$ cat config.mk
export PLATFORM = sky130hd
export DESIGN_NAME = interrupt_redirection_router
export DESIGN_NICKNAME = d
export VERILOG_FILES = /design/src/hw/rtl/irr_pkg.sv /design/src/hw/rtl/irr_front.sv /design/src/hw/rtl/irr_cmd_queue.sv /design/src/hw/rtl/irr_back.sv /design/src/hw/rtl/interrupt_redirection_router.sv
export VERILOG_INCLUDE_DIRS = /design/src /design/src/hw/rtl
export SDC_FILE = /design/constraint.sdc
export NUM_CORES = 2
export LEC_CHECK = 0
export BUFFER_PORTS_ARGS = -buffer_cell sky130_fd_sc_hd__buf_2
export CAP_MARGIN = 0
export CORE_ASPECT_RATIO = 1.75
export CORE_MARGIN = 1
export CORE_UTILIZATION = 58
export CTS_BUF_LIST = sky130_fd_sc_hd__clkbuf_8
export DETAILED_ROUTE_END_ITERATION = 16
export PLACE_DENSITY = 0.77
export SYNTH_ARGS = -nofsm -noshare
export SYNTH_HDL_FRONTEND = slang
export SYNTH_SLANG_ARGS = --single-unit
$ cat constraint.sdc
create_clock -name clk -period 7.9 [get_ports clk]
set_input_delay 2.37 -clock clk [delete_from_list [all_inputs] [get_ports clk]]
set_output_delay 2.37 -clock clk [all_outputs]
set_load 0.005 [all_outputs]
$ cat src/hw/rtl/interrupt_redirection_router_defines.svh
// Assertion helpers shared by the router modules.
`ifndef INTERRUPT_REDIRECTION_ROUTER_DEFINES_SVH
`define INTERRUPT_REDIRECTION_ROUTER_DEFINES_SVH

// Same-cycle implication, disabled while reset is asserted.
`define IRR_ASSERT_IMP(lbl, ck, rn, ante, cons, msg) \
lbl: assert property (@(posedge ck) disable iff (!rn) (ante) |-> (cons)) else $error(msg);

// Next-cycle implication, disabled while reset is asserted.
`define IRR_ASSERT_NEXT(lbl, ck, rn, ante, cons, msg) \
lbl: assert property (@(posedge ck) disable iff (!rn) (ante) |=> (cons)) else $error(msg);

`endif

$ cat src/hw/rtl/irr_pkg.sv
`timescale 1ns / 1ps

package irr_pkg;

	// Request kinds.
	localparam logic [2:0] KIND_CLEAR     = 3'd0;
	localparam logic [2:0] KIND_ADD       = 3'd1;
	localparam logic [2:0] KIND_ENABLE    = 3'd2;
	localparam logic [2:0] KIND_ROUTE_GSI = 3'd3;
	localparam logic [2:0] KIND_ROUTE_ISA = 3'd4;
	localparam logic [2:0] KIND_ROUTE_PCI = 3'd5;
	localparam logic [2:0] KIND_SET_MASK  = 3'd6;
	localparam logic [2:0] KIND_READ      = 3'd7;

	// Result status codes.
	localparam logic [2:0] ST_OK        = 3'd0;
	localparam logic [2:0] ST_NOT_READY = 3'd1;
	localparam logic [2:0] ST_VEC_LOW   = 3'd2;
	localparam logic [2:0] ST_RANGE     = 3'd3;
	localparam logic [2:0] ST_NO_PCI    = 3'd4;
	localparam logic [2:0] ST_FULL      = 3'd5;

	// Register index decoded from the configuration address.
	localparam logic REG_GSI_BASE    = 1'b0;
	localparam logic REG_ENTRY_COUNT = 1'b1;

	localparam logic [9:0] GSI_BASE_RESET    = 10'd0;
	localparam logic [8:0] ENTRY_COUNT_RESET = 9'd24;

	localparam logic [7:0] MIN_VECTOR    = 8'h20;
	localparam logic [7:0] MAX_PCI_LINE  = 8'd23;
	localparam logic [7:0] PCI_LINE_NONE = 8'hFF;

	// Override flag codes, used for both polarity and trigger fields.
	localparam logic [1:0] FLAG_HIGH_EDGE = 2'd1;
	localparam logic [1:0] FLAG_LOW_LEVEL = 2'd3;

	// Command queue geometry.
	localparam int Q_DEPTH = 2;
	localparam int Q_PW    = 1;
	localparam int Q_CW    = 2;

	typedef struct packed {
		logic [2:0] kind;
		logic [7:0] source_irq;
		logic [9:0] gsi;
		logic [3:0] override_flags;
		logic [7:0] vector;
		logic [7:0] dest_id;
		logic       level_trigger;
		logic       active_low;
		logic       mask_on;
		logic       vec_ok;
		logic       pci_line_ok;
	} irr_cmd_t;

	typedef struct packed {
		logic [2:0]  status;
		logic [7:0]  entry_index;
		logic [16:0] entry_low;
		logic [31:0] entry_high;
		logic [9:0]  gsi_used;
	} irr_result_t;

	typedef struct packed {
		logic full;
		logic empty;
	} irr_q_status_t;

endpackage

$ cat src/hw/rtl/irr_front.sv
`timescale 1ns / 1ps

module irr_front
	import irr_pkg::*;
(
	input  logic          start,
	output logic          busy,
	input  logic [2:0]    kind,
	input  logic [7:0]    source_irq,
	input  logic [9:0]    gsi,
	input  logic [3:0]    override_flags,
	input  logic [7:0]    vector,
	input  logic [7:0]    dest_id,
	input  logic          level_trigger,
	input  logic          active_low,
	input  logic          mask_on,
	input  irr_q_status_t q_stat,
	output logic          push,
	output irr_cmd_t      cmd
);

	// A request is taken whenever the queue has room.
	assign busy = q_stat.full;
	assign push = start && !q_stat.full;

	always_comb begin
		cmd = '0;
		cmd.kind           = kind;
		cmd.source_irq     = source_irq;
		cmd.gsi            = gsi;
		cmd.override_flags = override_flags;
		cmd.vector         = vector;
		cmd.dest_id        = dest_id;
		cmd.level_trigger  = level_trigger;
		cmd.active_low     = active_low;
		cmd.mask_on        = mask_on;
		cmd.vec_ok         = (vector >= MIN_VECTOR);
		cmd.pci_line_ok    = (source_irq != 8'd0) && (source_irq != PCI_LINE_NONE)
			&& (source_irq <= MAX_PCI_LINE);
	end

endmodule

$ cat src/hw/rtl/irr_cmd_queue.sv
`timescale 1ns / 1ps
`include "interrupt_redirection_router_defines.svh"

module irr_cmd_queue
	import irr_pkg::*;
(
	input  logic          clk,
	input  logic          arst_n,
	input  logic          push,
	input  irr_cmd_t      push_cmd,
	input  logic          pop,
	output irr_cmd_t      head,
	output irr_q_status_t q_stat
);

	irr_cmd_t              slot_q [Q_DEPTH];
	logic     [Q_PW-1:0]   wr_ptr_q;
	logic     [Q_PW-1:0]   rd_ptr_q;
	logic     [Q_CW-1:0]   cnt_q;

	assign q_stat.full  = (cnt_q == Q_CW'(Q_DEPTH));
	assign q_stat.empty = (cnt_q == '0);
	assign head         = slot_q[rd_ptr_q];

	always_ff @(posedge clk or negedge arst_n) begin
		if (!arst_n) begin
			wr_ptr_q <= '0;
			rd_ptr_q <= '0;
			cnt_q    <= '0;
		end else begin
			if (push) begin
				wr_ptr_q <= wr_ptr_q + 1'b1;
			end
			if (pop) begin
				rd_ptr_q <= rd_ptr_q + 1'b1;
			end
			if (push && !pop) begin
				cnt_q <= cnt_q + 1'b1;
			end else if (pop && !push) begin
				cnt_q <= cnt_q - 1'b1;
			end
		end
	end

	always_ff @(posedge clk) begin
		if (push) begin
			slot_q[wr_ptr_q] <= push_cmd;
		end
	end

	`IRR_ASSERT_IMP(a_no_overflow, clk, arst_n, push, !q_stat.full || pop, "push into full queue")
	`IRR_ASSERT_IMP(a_no_underflow, clk, arst_n, pop, !q_stat.empty, "pop from empty queue")

endmodule

$ cat src/hw/rtl/irr_back.sv
`timescale 1ns / 1ps
`include "interrupt_redirection_router_defines.svh"

module irr_back
	import irr_pkg::*;
#(
	parameter int OVERRIDE_DEPTH = 32,
	parameter int ENTRY_DEPTH    = 24
) (
	input  logic          clk,
	input  logic          arst_n,
	input  irr_cmd_t      head,
	input  irr_q_status_t q_stat,
	output logic          pop,
	input  logic [9:0]    gsi_base,
	input  logic [8:0]    n_use,
	output logic          res_vld,
	output irr_result_t   res
);

	localparam int OCW = $clog2(OVERRIDE_DEPTH + 1);
	localparam int OIW = (OVERRIDE_DEPTH > 1) ? $clog2(OVERRIDE_DEPTH) : 1;
	localparam int EIW = (ENTRY_DEPTH > 1) ? $clog2(ENTRY_DEPTH) : 1;

	localparam logic [2:0] S_IDLE     = 3'd0;
	localparam logic [2:0] S_DISPATCH = 3'd1;
	localparam logic [2:0] S_SWEEP    = 3'd2;
	localparam logic [2:0] S_SEARCH   = 3'd3;
	localparam logic [2:0] S_ROUTE    = 3'd4;
	localparam logic [2:0] S_ENT_RD   = 3'd5;
	localparam logic [2:0] S_ENT_WB   = 3'd6;

	typedef struct packed {
		logic [7:0] irq;
		logic [9:0] gsi;
		logic [3:0] flags;
	} ovr_entry_t;

	typedef struct packed {
		logic [7:0] dest;
		logic       mask;
		logic       level;
		logic       low;
		logic [7:0] vector;
	} red_entry_t;

	function automatic logic [16:0] low_word(input red_entry_t e);
		low_word = {e.mask, e.level, 1'b0, e.low, 5'b0, e.vector};
	endfunction

	function automatic logic [31:0] high_word(input red_entry_t e);
		high_word = {e.dest, 24'b0};
	endfunction

	logic [2:0]        state_q, state_d;
	irr_cmd_t          cmd_q;
	logic [OCW-1:0]    ovr_cnt_q, ovr_cnt_d;
	logic              ready_q, ready_d;
	logic [OCW-1:0]    scan_q, scan_d;
	logic              cmp_vld_q, cmp_vld_d;
	logic [9:0]        tg_q, tg_d;
	logic              level_q, level_d;
	logic              low_q, low_d;
	logic [EIW-1:0]    idx_q, idx_d;
	logic [8:0]        sweep_q, sweep_d;
	logic              res_vld_q;
	irr_result_t       res_q;
	logic              em_vld;
	irr_result_t       em_res;

	ovr_entry_t        ovr_mem [OVERRIDE_DEPTH];
	ovr_entry_t        ovr_rd_q;
	logic              ovr_we;
	ovr_entry_t        ovr_wdata;

	red_entry_t        red_mem [ENTRY_DEPTH];
	red_entry_t        red_rd_q;
	logic              red_we;
	logic [EIW-1:0]    red_waddr;
	red_entry_t        red_wdata;

	logic [9:0]        chk_g;
	logic [9:0]        chk_diff;
	logic              chk_ok;
	logic              hit;
	red_entry_t        ent;

	assign pop = (state_q == S_IDLE) && !q_stat.empty;

	// Range check of a global number against the window served by the table.
	assign chk_g    = (state_q == S_ROUTE) ? tg_q : cmd_q.gsi;
	assign chk_diff = chk_g - gsi_base;
	assign chk_ok   = (chk_g >= gsi_base) && (chk_diff < {1'b0, n_use});

	assign hit = cmp_vld_q && (ovr_rd_q.irq == cmd_q.source_irq);

	always_comb begin
		state_d   = state_q;
		ovr_cnt_d = ovr_cnt_q;
		ready_d   = ready_q;
		scan_d    = scan_q;
		cmp_vld_d = cmp_vld_q;
		tg_d      = tg_q;
		level_d   = level_q;
		low_d     = low_q;
		idx_d     = idx_q;
		sweep_d   = sweep_q;
		em_vld    = 1'b0;
		em_res    = '0;
		ovr_we    = 1'b0;
		ovr_wdata = '{irq: cmd_q.source_irq, gsi: cmd_q.gsi, flags: cmd_q.override_flags};
		red_we    = 1'b0;
		red_waddr = idx_q;
		red_wdata = '0;
		ent       = red_rd_q;

		case (state_q)
			S_IDLE: begin
				if (!q_stat.empty) begin
					state_d = S_DISPATCH;
				end
			end

			S_DISPATCH: begin
				scan_d    = '0;
				cmp_vld_d = 1'b0;
				state_d   = S_IDLE;
				case (cmd_q.kind)
					KIND_CLEAR: begin
						ovr_cnt_d = '0;
						em_vld    = 1'b1;
					end
					KIND_ADD: begin
						em_vld = 1'b1;
						if (ovr_cnt_q >= OCW'(OVERRIDE_DEPTH)) begin
							em_res.status = ST_FULL;
						end else begin
							ovr_we    = 1'b1;
							ovr_cnt_d = ovr_cnt_q + 1'b1;
						end
					end
					KIND_ENABLE: begin
						sweep_d = '0;
						state_d = S_SWEEP;
					end
					KIND_ROUTE_GSI: begin
						tg_d    = cmd_q.gsi;
						level_d = cmd_q.level_trigger;
						low_d   = cmd_q.active_low;
						state_d = S_ROUTE;
					end
					KIND_ROUTE_ISA: begin
						tg_d    = {2'b0, cmd_q.source_irq};
						level_d = 1'b0;
						low_d   = 1'b0;
						state_d = S_SEARCH;
					end
					KIND_ROUTE_PCI: begin
						if (!ready_q) begin
							em_vld        = 1'b1;
							em_res.status = ST_NOT_READY;
						end else if (!cmd_q.pci_line_ok) begin
							em_vld        = 1'b1;
							em_res.status = ST_NO_PCI;
						end else begin
							tg_d    = {2'b0, cmd_q.source_irq};
							level_d = 1'b1;
							low_d   = 1'b1;
							state_d = S_SEARCH;
						end
					end
					KIND_SET_MASK, KIND_READ: begin
						em_res.gsi_used = cmd_q.gsi;
						idx_d           = chk_diff[EIW-1:0];
						if (!ready_q) begin
							em_vld        = 1'b1;
							em_res.status = ST_NOT_READY;
						end else if (!chk_ok) begin
							em_vld        = 1'b1;
							em_res.status = ST_RANGE;
						end else begin
							state_d = S_ENT_RD;
						end
					end
					default: begin
						em_vld = 1'b1;
					end
				endcase
			end

			S_SWEEP: begin
				red_we    = 1'b1;
				red_waddr = sweep_q[EIW-1:0];
				red_wdata = '{dest: 8'd0, mask: 1'b1, level: 1'b0, low: 1'b0, vector: 8'd0};
				if (sweep_q + 9'd1 >= n_use) begin
					ready_d = 1'b1;
					em_vld  = 1'b1;
					state_d = S_IDLE;
				end else begin
					sweep_d = sweep_q + 9'd1;
				end
			end

			S_SEARCH: begin
				if (hit) begin
					tg_d = ovr_rd_q.gsi;
					if (cmd_q.kind == KIND_ROUTE_ISA) begin
						low_d   = (ovr_rd_q.flags[1:0] == FLAG_LOW_LEVEL);
						level_d = (ovr_rd_q.flags[3:2] == FLAG_LOW_LEVEL);
					end else begin
						low_d   = (ovr_rd_q.flags[1:0] != FLAG_HIGH_EDGE);
						level_d = (ovr_rd_q.flags[3:2] != FLAG_HIGH_EDGE);
					end
					state_d = S_ROUTE;
				end else if (scan_q < ovr_cnt_q) begin
					scan_d    = scan_q + 1'b1;
					cmp_vld_d = 1'b1;
				end else begin
					state_d = S_ROUTE;
				end
			end

			S_ROUTE: begin
				em_vld          = 1'b1;
				em_res.gsi_used = tg_q;
				state_d         = S_IDLE;
				if (!ready_q) begin
					em_res.status = ST_NOT_READY;
				end else if (!cmd_q.vec_ok) begin
					em_res.status = ST_VEC_LOW;
				end else if (!chk_ok) begin
					em_res.status = ST_RANGE;
				end else begin
					red_we    = 1'b1;
					red_waddr = chk_diff[EIW-1:0];
					red_wdata = '{dest: cmd_q.dest_id, mask: 1'b0, level: level_q,
						low: low_q, vector: cmd_q.vector};
					em_res.entry_index = 8'(chk_diff[EIW-1:0]);
					em_res.entry_low   = low_word(red_wdata);
					em_res.entry_high  = high_word(red_wdata);
				end
			end

			S_ENT_RD: begin
				state_d = S_ENT_WB;
			end

			S_ENT_WB: begin
				if (cmd_q.kind == KIND_SET_MASK) begin
					ent.mask  = cmd_q.mask_on;
					red_we    = 1'b1;
					red_wdata = ent;
				end
				em_vld             = 1'b1;
				em_res.entry_index = 8'(idx_q);
				em_res.entry_low   = low_word(ent);
				em_res.entry_high  = high_word(ent);
				em_res.gsi_used    = cmd_q.gsi;
				state_d            = S_IDLE;
			end

			default: begin
				state_d = S_IDLE;
			end
		endcase
	end

	always_ff @(posedge clk or negedge arst_n) begin
		if (!arst_n) begin
			state_q   <= S_IDLE;
			ovr_cnt_q <= '0;
			ready_q   <= 1'b0;
			cmp_vld_q <= 1'b0;
			res_vld_q <= 1'b0;
		end else begin
			state_q   <= state_d;
			ovr_cnt_q <= ovr_cnt_d;
			ready_q   <= ready_d;
			cmp_vld_q <= cmp_vld_d;
			res_vld_q <= em_vld;
		end
	end

	always_ff @(posedge clk) begin
		if (pop) begin
			cmd_q <= head;
		end
		scan_q  <= scan_d;
		tg_q    <= tg_d;
		level_q <= level_d;
		low_q   <= low_d;
		idx_q   <= idx_d;
		sweep_q <= sweep_d;
		if (em_vld) begin
			res_q <= em_res;
		end
	end

	// Override table: written at the fill count, read at the scan pointer.
	always_ff @(posedge clk) begin
		if (ovr_we) begin
			ovr_mem[ovr_cnt_q[OIW-1:0]] <= ovr_wdata;
		end
		ovr_rd_q <= ovr_mem[scan_q[OIW-1:0]];
	end

	// Redirection table: one write port, one registered read at the held index.
	always_ff @(posedge clk) begin
		if (red_we) begin
			red_mem[red_waddr] <= red_wdata;
		end
		red_rd_q <= red_mem[idx_q];
	end

	assign res_vld = res_vld_q;
	assign res     = res_q;

	`IRR_ASSERT_NEXT(a_ready_sticky, clk, arst_n, ready_q, ready_q, "ready flag dropped")
	`IRR_ASSERT_NEXT(a_one_result, clk, arst_n, res_vld_q, !res_vld_q, "back to back results")
	`IRR_ASSERT_IMP(a_ovr_bound, clk, arst_n, ovr_we, ovr_cnt_q < OCW'(OVERRIDE_DEPTH),
		"override write past table end")

endmodule

$ cat src/hw/rtl/interrupt_redirection_router.sv
`timescale 1ns / 1ps
// Channel   | Handshake                          | Payload
// ----------+------------------------------------+--------------------------------------
// command   | start, busy (taken: start & !busy) | kind, source_irq, gsi, override_flags,
//           |                                    | vector, dest_id, level_trigger,
//           |                                    | active_low, mask_on
// result    | done (one-cycle strobe)            | status, entry_index, entry_low,
//           |                                    | entry_high, gsi_used
// config    | psel, penable, pwrite, pready      | paddr, pwdata, prdata
//
// A command transfer lands in a two-entry queue; the engine takes one command at a time.
// Routes write their entry, after an override search for the ISA and PCI lookups;
// enable masks each entry in use in turn; mask and read fetch the entry, and mask writes it back.
// busy is high only while the queue holds two commands; results cannot be stalled.
// arst_n clears the queue, the engine, the override count and the ready flag, loads
// gsi_base with 0 and entry_count with 24; both tables start undefined.

module interrupt_redirection_router
	import irr_pkg::*;
#(
	parameter int OVERRIDE_DEPTH = 32,
	parameter int ENTRY_DEPTH    = 24
) (
	input  logic        clk,
	input  logic        arst_n,
	input  logic        start,
	output logic        busy,
	input  logic [2:0]  kind,
	input  logic [7:0]  source_irq,
	input  logic [9:0]  gsi,
	input  logic [3:0]  override_flags,
	input  logic [7:0]  vector,
	input  logic [7:0]  dest_id,
	input  logic        level_trigger,
	input  logic        active_low,
	input  logic        mask_on,
	output logic        done,
	output logic [2:0]  status,
	output logic [7:0]  entry_index,
	output logic [16:0] entry_low,
	output logic [31:0] entry_high,
	output logic [9:0]  gsi_used,
	input  logic        psel,
	input  logic        penable,
	input  logic        pwrite,
	input  logic [2:0]  paddr,
	input  logic [31:0] pwdata,
	output logic [31:0] prdata,
	output logic        pready
);

	logic [9:0]    gsi_base_q;
	logic [8:0]    entry_count_q;
	logic [8:0]    n_use;
	logic          cfg_wr;
	logic          push;
	logic          pop;
	irr_cmd_t      push_cmd;
	irr_cmd_t      head;
	irr_q_status_t q_stat;
	irr_result_t   res;

	// The register port never inserts wait states. Register index is address bit 2.
	assign pready = 1'b1;
	assign cfg_wr = psel && penable && pwrite && pready;

	always_ff @(posedge clk or negedge arst_n) begin
		if (!arst_n) begin
			gsi_base_q    <= GSI_BASE_RESET;
			entry_count_q <= ENTRY_COUNT_RESET;
		end else if (cfg_wr) begin
			case (paddr[2])
				REG_GSI_BASE:    gsi_base_q    <= pwdata[9:0];
				REG_ENTRY_COUNT: entry_count_q <= pwdata[8:0];
				default: begin
				end
			endcase
		end
	end

	always_comb begin
		case (paddr[2])
			REG_GSI_BASE:    prdata = {22'b0, gsi_base_q};
			REG_ENTRY_COUNT: prdata = {23'b0, entry_count_q};
			default:         prdata = '0;
		endcase
	end

	// A count of zero, or any count beyond the table, means the whole table.
	assign n_use = ((entry_count_q == 9'd0) || (entry_count_q > 9'(ENTRY_DEPTH)))
		? 9'(ENTRY_DEPTH) : entry_count_q;

	// Front end: takes the command transfer and precomputes the cheap checks.
	irr_front u_front (
		.start          (start),
		.busy           (busy),
		.kind           (kind),
		.source_irq     (source_irq),
		.gsi            (gsi),
		.override_flags (override_flags),
		.vector         (vector),
		.dest_id        (dest_id),
		.level_trigger  (level_trigger),
		.active_low     (active_low),
		.mask_on        (mask_on),
		.q_stat         (q_stat),
		.push           (push),
		.cmd            (push_cmd)
	);

	// The queue decouples command intake from the multi-cycle engine.
	irr_cmd_queue u_queue (
		.clk      (clk),
		.arst_n   (arst_n),
		.push     (push),
		.push_cmd (push_cmd),
		.pop      (pop),
		.head     (head),
		.q_stat   (q_stat)
	);

	// Back end: override table, override search, enable sweep, routing, mask updates and reads.
	irr_back #(
		.OVERRIDE_DEPTH (OVERRIDE_DEPTH),
		.ENTRY_DEPTH    (ENTRY_DEPTH)
	) u_back (
		.clk      (clk),
		.arst_n   (arst_n),
		.head     (head),
		.q_stat   (q_stat),
		.pop      (pop),
		.gsi_base (gsi_base_q),
		.n_use    (n_use),
		.res_vld  (done),
		.res      (res)
	);

	assign status      = res.status;
	assign entry_index = res.entry_index;
	assign entry_low   = res.entry_low;
	assign entry_high  = res.entry_high;
	assign gsi_used    = res.gsi_used;

endmodule

* Yosys cells after proc, flatten, opt, wreduce, memory -nomap -nowiden *
Memory sizes are Yosys's and may differ from the RTL's. A register that Yosys moved wholly into a read port is not among the register bits.
Index checks and enable logic that the tools add are counted.

cells by class
  $add $sub $neg = 8
  order comparisons = 8
  eq/ne operators = 32
  multiplexer cells = 87
  bitwise operators = 1
  reduce and logical (&&, ||, !) cells = 36

operator list
  kind                 number
  $mux 57              2
  $pmux 57 s2          1
  $mux 19              4
  $pmux 32 s2          1
  $pmux 10 s3          2
  $pmux 19 s3          1
  $mux 54              1
  $mux 10              5
  $mux 3               13
  $pmux 3 s5           2
  $mux 1               27
  $mux 9               3
  $pmux 6 s2           2
  $eq 3x3->1 const B   7
  $pmux 10 s2          1
  $mux 6               3
  $pmux 9 s2           1
  $mux 5               3
  $pmux 1 s3           5
  $add 6x1->6 const B  2
  $eq 3x2->1 const B   4
  $reduce_and 3->1     4
  $ge 10x10->1         1
  $logic_and 1x1->1    10
  other kinds (36)     67

word-level totals
  bits in registers = 137
  bits in writable memories = 1252
  bits of input ports = 85
  output and inout port bits = 105
  logic and storage cells = 196
  memories kept = 3

memories
  memory          words  bits a word  read ports  clocked after memory_dff  write ports  RTL line             text
  u_back.ovr_mem  32     22           1           1                         1            irr_back.sv:71       ovr_entry_t ovr_mem [OVERRIDE_DEPTH];
  u_back.red_mem  24     19           1           1                         1            irr_back.sv:76       red_entry_t red_mem [ENTRY_DEPTH];
  u_queue.slot_q  2      46           1           1                         1            irr_cmd_queue.sv:16  irr_cmd_t slot_q [Q_DEPTH];

* Longest topological paths before layout *
  depth after elaboration = 11
  depth in mapped cells = 23
  gate-level depth less buffers = 20

* Cells and area by module *
From an unflattened synthesis, not the netlist that was laid out.

second synthesis, totals
  cell total of the unflattened synthesis = 2743
  area, all modules = 57094.8 um2

by module, submodules not included
  module                        times used  cells an instance  area each (um2)  seq. area each (um2)
  irr_back                      1           2448               52021.1          39407.8
  irr_cmd_queue                 1           159                3629.7           2862.7
  interrupt_redirection_router  1           86                 1069.8           478.0
  irr_front                     1           50                 374.1            0.0

* Least setup slack after synthesis *
OpenSTA, ideal clock, no wires.

  path type = reg2reg
  start = register u_back.state_q[0]
  end = register u_back.res_q (netlist bit u_back.res[0]) (enable)
  setup time = 491 ps
  arrival time = 7439 ps
  required time = 7409 ps
  setup slack = -30 ps
  stages on the path, launching flop included = 22
  path buffers = 2
  clock period less this slack = 7930 ps
  path through = dfrtp_1 -> clkbuf_1 -> nand2b_1 -> nor2_1 -> clkbuf_1 -> mux2_2 -> ha_1 -> nor2b_1 -> o21ai_0 -> o21ai_0 -> a21o_1 -> a21oi_1 -> xnor2_1 -> ha_1 -> nand3_1 -> or4_1 -> a41o_2 -> nand4_4 -> nor3_1 -> and2_1 -> o21a_1 -> o311ai_1

between the ends
  word-level cells in the longest chain between the ends = 9
  elaborated cells between the ends (all ways) = 14
  those cells by class = add/sub: 1; order compare: 2; eq/ne: 4; mux: 5; reduce/logical: 2

ends and longest elaborated chain
  item                    RTL line                         text
  start, declared         irr_back.sv:55                   logic [2:0] state_q, state_d;
  start signal, assigned  irr_back.sv:276                  state_q <= state_d;
  $eq 3x3->1              irr_back.sv:91, irr_back.sv:117
  $mux 10                 irr_back.sv:91                   assign chk_g = (state_q == S_ROUTE) ? tg_q : cmd_q.gsi;
  $sub 10x10->10          irr_back.sv:92                   assign chk_diff = chk_g - gsi_base;
  $lt 10x9->1             irr_back.sv:93                   assign chk_ok = (chk_g >= gsi_base) && (chk_diff < {1'b0, n_use});
  $logic_and 1x1->1       irr_back.sv:93
  $mux 1                  irr_back.sv:178                  end else if (!chk_ok) begin
  $mux 1                  irr_back.sv:175                  if (!ready_q) begin
  $pmux 1 s3              irr_back.sv:128                  case (cmd_q.kind)
  $pmux 1 s3 *            irr_back.sv:117                  case (state_q)
  via u_back.em_vld       irr_back.sv:68                   logic em_vld;
  end signal, assigned    irr_back.sv:295                  res_q <= em_res;
  end, declared           irr_back.sv:67                   irr_result_t res_q;

The timed path passes the listed nets; every way through them passes the cells marked *.
A chain may end at the register's enable or synchronous reset.

==> impl_summary.txt <==
----------------------------------------------------
[Place]
  Half-perimeter wire length of the detailed placement result ... ~80 mm
  Placed cell area ... 59100 sq um
  Placer congestion estimate ... 0.8741
  Count of buffers inserted at the top-level ports ... between 100 and 150
  Minimum setup slack after placement ... roughly 1000 ps

[Power and ir drop]
  Fraction of power spent switching nets ... 29.88%
  Max rail drop VDD ... 0.2816 mV
  Part of the power in combinational logic ... 24.5%
  Switching power summed over all nets ... between 0.006 and 0.007 W
  Fraction of power consumed by the clock network ... 27.0%
  Register share of total power ... 48.5%
  Power density over the cells ... 336.0 nW/um^2
  Leakage ... 20.01 nW
  Internal power summed over all cells ... 0.01485 W

[Run status]
  Status ... finished, final reports clean

[Critical path]
  Worst reg-to-reg setup slack ... 860 ps
  Max FO, Critical Path ... 39
  WP data required ... 8420 ps
  Endpoint class of the critical path ... register
  Capture instance of the worst register-to-register path ... u_back.red_mem[20][7]$_DFFE_PP_
  Critical Path Start Type ... register
  Reg-to-reg startpoint ... u_back.state_q[2]$_DFFE_PN0P_
  Worst Path Arrival ... 7570 ps
  WS Path Type ... reg -> reg
  Cells on worst reg2reg path ... 18

[Flow run]
  Reported max-cap violation count ... 0

[STA]
  Highest clock rate ... 142.0 MHz
  Count of endpoints failing hold in the final timing report ... 0
  Relative max-transition margin ... between 10% and 20%
  Final max-slew violation count ... 0
  Setup violation total in the final timing report ... 0
  Final critical path time including I/O delays and setup ... 7045 ps
  Tcrit/Tclk final ... 89.17%
  Final worst setup slack ... 855.4 ps
  Unrepaired setup endpoints after global routing ... false
  Clock skew after layout ... 37.36 ps
  Final TNS setup ... 0 ps
  Worst-margin pin slew ... approximately 1300 ps

[Synthesis]
  Sequential area share after synthesis ... 75.54%
  Number of warning messages in the yosys log ... 0
  EDFF count, synth ... roughly 1.4k
  Cells after synthesis ... 2678
  Seq cells post-synth ... 1443
  Mean cell area of the mapped netlist ... approximately 21 sq um
  Leading cell types by total area after synthesis ... edfxtp_1 (73%), mux4_2 (14%), mux2_2 (1.9%)
  Area share of the largest cell type after synthesis ... 72.54%
  Main flop type after synthesis ... edfxtp_1
  Synth area leader ... edfxtp_1
  FFs w/ async S/R, synth ... 2.426%
  Synth Cell Area ... 56590 sq um
  Number of distinct library cells after synthesis ... 73

[Worst hold path]
  Worst hold path cell count ... 2
  Path category of the worst min-delay check ... reg -> reg
  Hold Crit Endpoint ... u_back.cmp_vld_q$_DFFE_PN0P_
  Min-delay src ... u_back.cmp_vld_q$_DFFE_PN0P_

[Clock tree]
  CTS sink count ... approximately 1.4k
  Max Buffers Root-to-Sink ... 3
  Setup Fix Bufs, Post-CTS ... 0
  Hold-fix buffers, CTS ... 0
  H-tree levels ... 4
  Clock latency on the worst-skew pair ... between 800 and 900 ps
  Clock tree from TritonCTS ... done
  CTS root buf ... clkbuf_8
  Clock-pin slew on the worst setup and hold paths ... 70 ps
  Cts bufs inserted ... 186
  Resize count post-CTS ... 0

[Die]
  Floorplan Core Area ... slightly below 100000 sq um
  Die span in x ... 238.1 microns
  Total I/O pin count ... 190
  Total die area ... 98870 sq um
  Chip height ... 415.2 microns
  Initial standard-cell utilization of the core ... 58.50%
  Number of placement rows ... 151

[Final layout]
  Fraction of final layout cells with drive strength greater than 1 ... 32.71%
  Post-synthesis to final-layout area growth ... 11.38%
  Nets@finish ... 3088
  Post-route standard cell area excluding fillers ... approximately 63000 sq um

[Routing]
  Final routed wire length divided by cell count ... just under 30 microns
  Drt first pass iters ... 6
  DR DRC count ... 0
  Via density ... 6.287
  DRC marker count from the first detailed-route iteration ... around 2.9k
  Final Routed Wirelength ... 128.3 mm
  Total vias in the final route ... 27.80k
  ANT nets after route ... 0

[Global route]
  Vias in the first global route ... 29.46k
  Global-route wire length before repair ... between 150 and 200 mm
  Total global-route track usage ... a little over a quarter
  Maximum number of pins on one net before global-route repair ... approximately 80
  Initial antenna violation count ... 6
  Global-route congestion overflow total ... 0

----------------------------------------------------
worst max-delay path, cell delays in order (launching register included):
cell and delay [ps]:
dfrtp_1 570, nand2b_1 240, nor2_2 570, mux2i_1 320, ha_1 280, fa_1 420, nor2b_1 140, o21ai_0 140
o21ai_0 410, a21o_1 190, a21oi_1 80, xnor2_1 210, ha_1 290, a221o_1 330, nor3_1 410, nand4_4 190
nor4_4 370, buf_4 570, a32o_1 910
sequential cells by signal, summed over array words and instances, names as in the netlist, 9 cells and up:
name / flops
entry_count_q: 9
gsi_base_q: 10
u_back.cmd_q: 46
u_back.ent: 18
u_back.ovr_mem: 704
u_back.ovr_rd_q: 22
u_back.red_mem: 456
u_back.res: 37
u_back.sweep_q: 9
u_back.tg_q: 10
u_queue.slot_q: 92
final cells by class:
type                       count  area, sq um
clock inverter               148         1192
fill                        6170        33700
multi-input combinational   1087        13250
tap                         1300         1627
clock buffer                 199         2739
timing repair buffer         216         1361
sequential                  1443        42750
inverter                      28        105.1
antenna                        1        2.502
Yosys cell counts, types with 6 or more instances:
library cell,number
a32o_1,17
nand4_1,7
xnor2_1,14
mux4_2,353
clkbuf_1,86
edfxtp_1,1367
nor2_1,111
mux2_2,97
dfrtp_1,33
mux2i_1,21
nand3_1,21
o21a_1,7
a21o_1,9
and3_1,6
nor3_1,18
a21oi_1,36
buf_1,34
a31oi_1,13
and2_1,15
xor2_1,15
nor2b_1,6
dfxtp_1,41
ha_1,40
a22o_1,32
buf_4,56
inv_1,28
nand2b_1,11
o21ai_0,27
nand2_1,81
power by group through the flow:
stage	registers, W	logic, W	clock network [W]
3_5_place_dp	0.0104	0.00517	0
4_1_cts	0.0103	0.00521	0.00582
2_1_floorplan	0.0104	0.00328	0
3_3_place_gp	0.0104	0.00501	0
5_1_grt	0.0103	0.00550	0.00611
6_report	0.0103	0.00519	0.00571
metal layers:
metal,global-route usage [%],vias up,share of wire (%)
li1,-,11520,-
met1,29.85,14500,33
met5,0,-,0.0094
met2,48.32,1400,55
met3,4.641,386,6.7
met4,13.82,2,5.3
worst max path at each step:
stage / endpoint / slack (ps) / cells after the start / startpoint
2_1_floorplan: u_back.red_mem[17][0]$_DFFE_PP_ / 1150 / 21 / u_back.state_q[0]$_DFFE_PN0P_
3_3_place_gp: u_back.red_mem[2][6]$_DFFE_PP_ / 1410 / 18 / u_back.state_q[2]$_DFFE_PN0P_
3_5_place_dp: u_back.red_mem[6][7]$_DFFE_PP_ / 1030 / 18 / u_back.state_q[2]$_DFFE_PN0P_
4_1_cts: u_back.red_mem[0][7]$_DFFE_PP_ / 960 / 18 / u_back.state_q[2]$_DFFE_PN0P_
5_1_grt: u_back.red_mem[2][7]$_DFFE_PP_ / 540 / 18 / u_back.state_q[2]$_DFFE_PN0P_
6_report: u_back.red_mem[20][7]$_DFFE_PP_ / 860 / 18 / u_back.state_q[2]$_DFFE_PN0P_
placed cells by master (no fill, tap or decap), types with 9 or more instances in the layout:
master	instances
inv_1	77
mux2i_1	21
a31oi_1	13
edfxtp_1	1367
nor3_1	14
clkbuf_8	199
clkinv_1	33
o21ai_0	26
buf_4	106
ha_1	40
nor2_1	57
nand3_1	21
nor2_2	53
nand2_1	81
buf_2	109
a22o_1	32
clkinv_2	29
and2_1	14
mux4_2	353
xor2_1	15
xnor2_1	14
nand2b_1	11
bufinv_16	19
a32o_1	17
conb_1	64
dfxtp_1	41
a21o_1	9
dfrtp_1	32
a21oi_1	36
mux2_2	97
cells by family after synthesis:
logic type | after synthesis | share of synthesized area (%)
buffers and inverters | 210 | 1.789
other | 2 | 0.01327
xor gates and xnor gates | 29 | 0.4488
muxes | 471 | 16.35
adders and majority gates | 41 | 0.9198
AOI/OAI and AO/OA | 178 | 2.328
DFF | 1443 | 75.54
and+or+nand+nor | 304 | 2.609
metrics by stage:
stage	instances	utilization (%)	hold slack, ps	power (W)
2_1_floorplan	2740	-	438.8	0.01370
3_3_place_gp	4074	61.09	454.0	0.01538
3_5_place_dp	4074	61.09	470.6	0.01558
4_1_cts	4421	65.16	484.2	0.02128
5_1_grt	4422	65.16	509.8	0.02193
6_report	4422	65.16	490.1	0.02118
No activity file was read; power rests on OpenSTA's default activity.
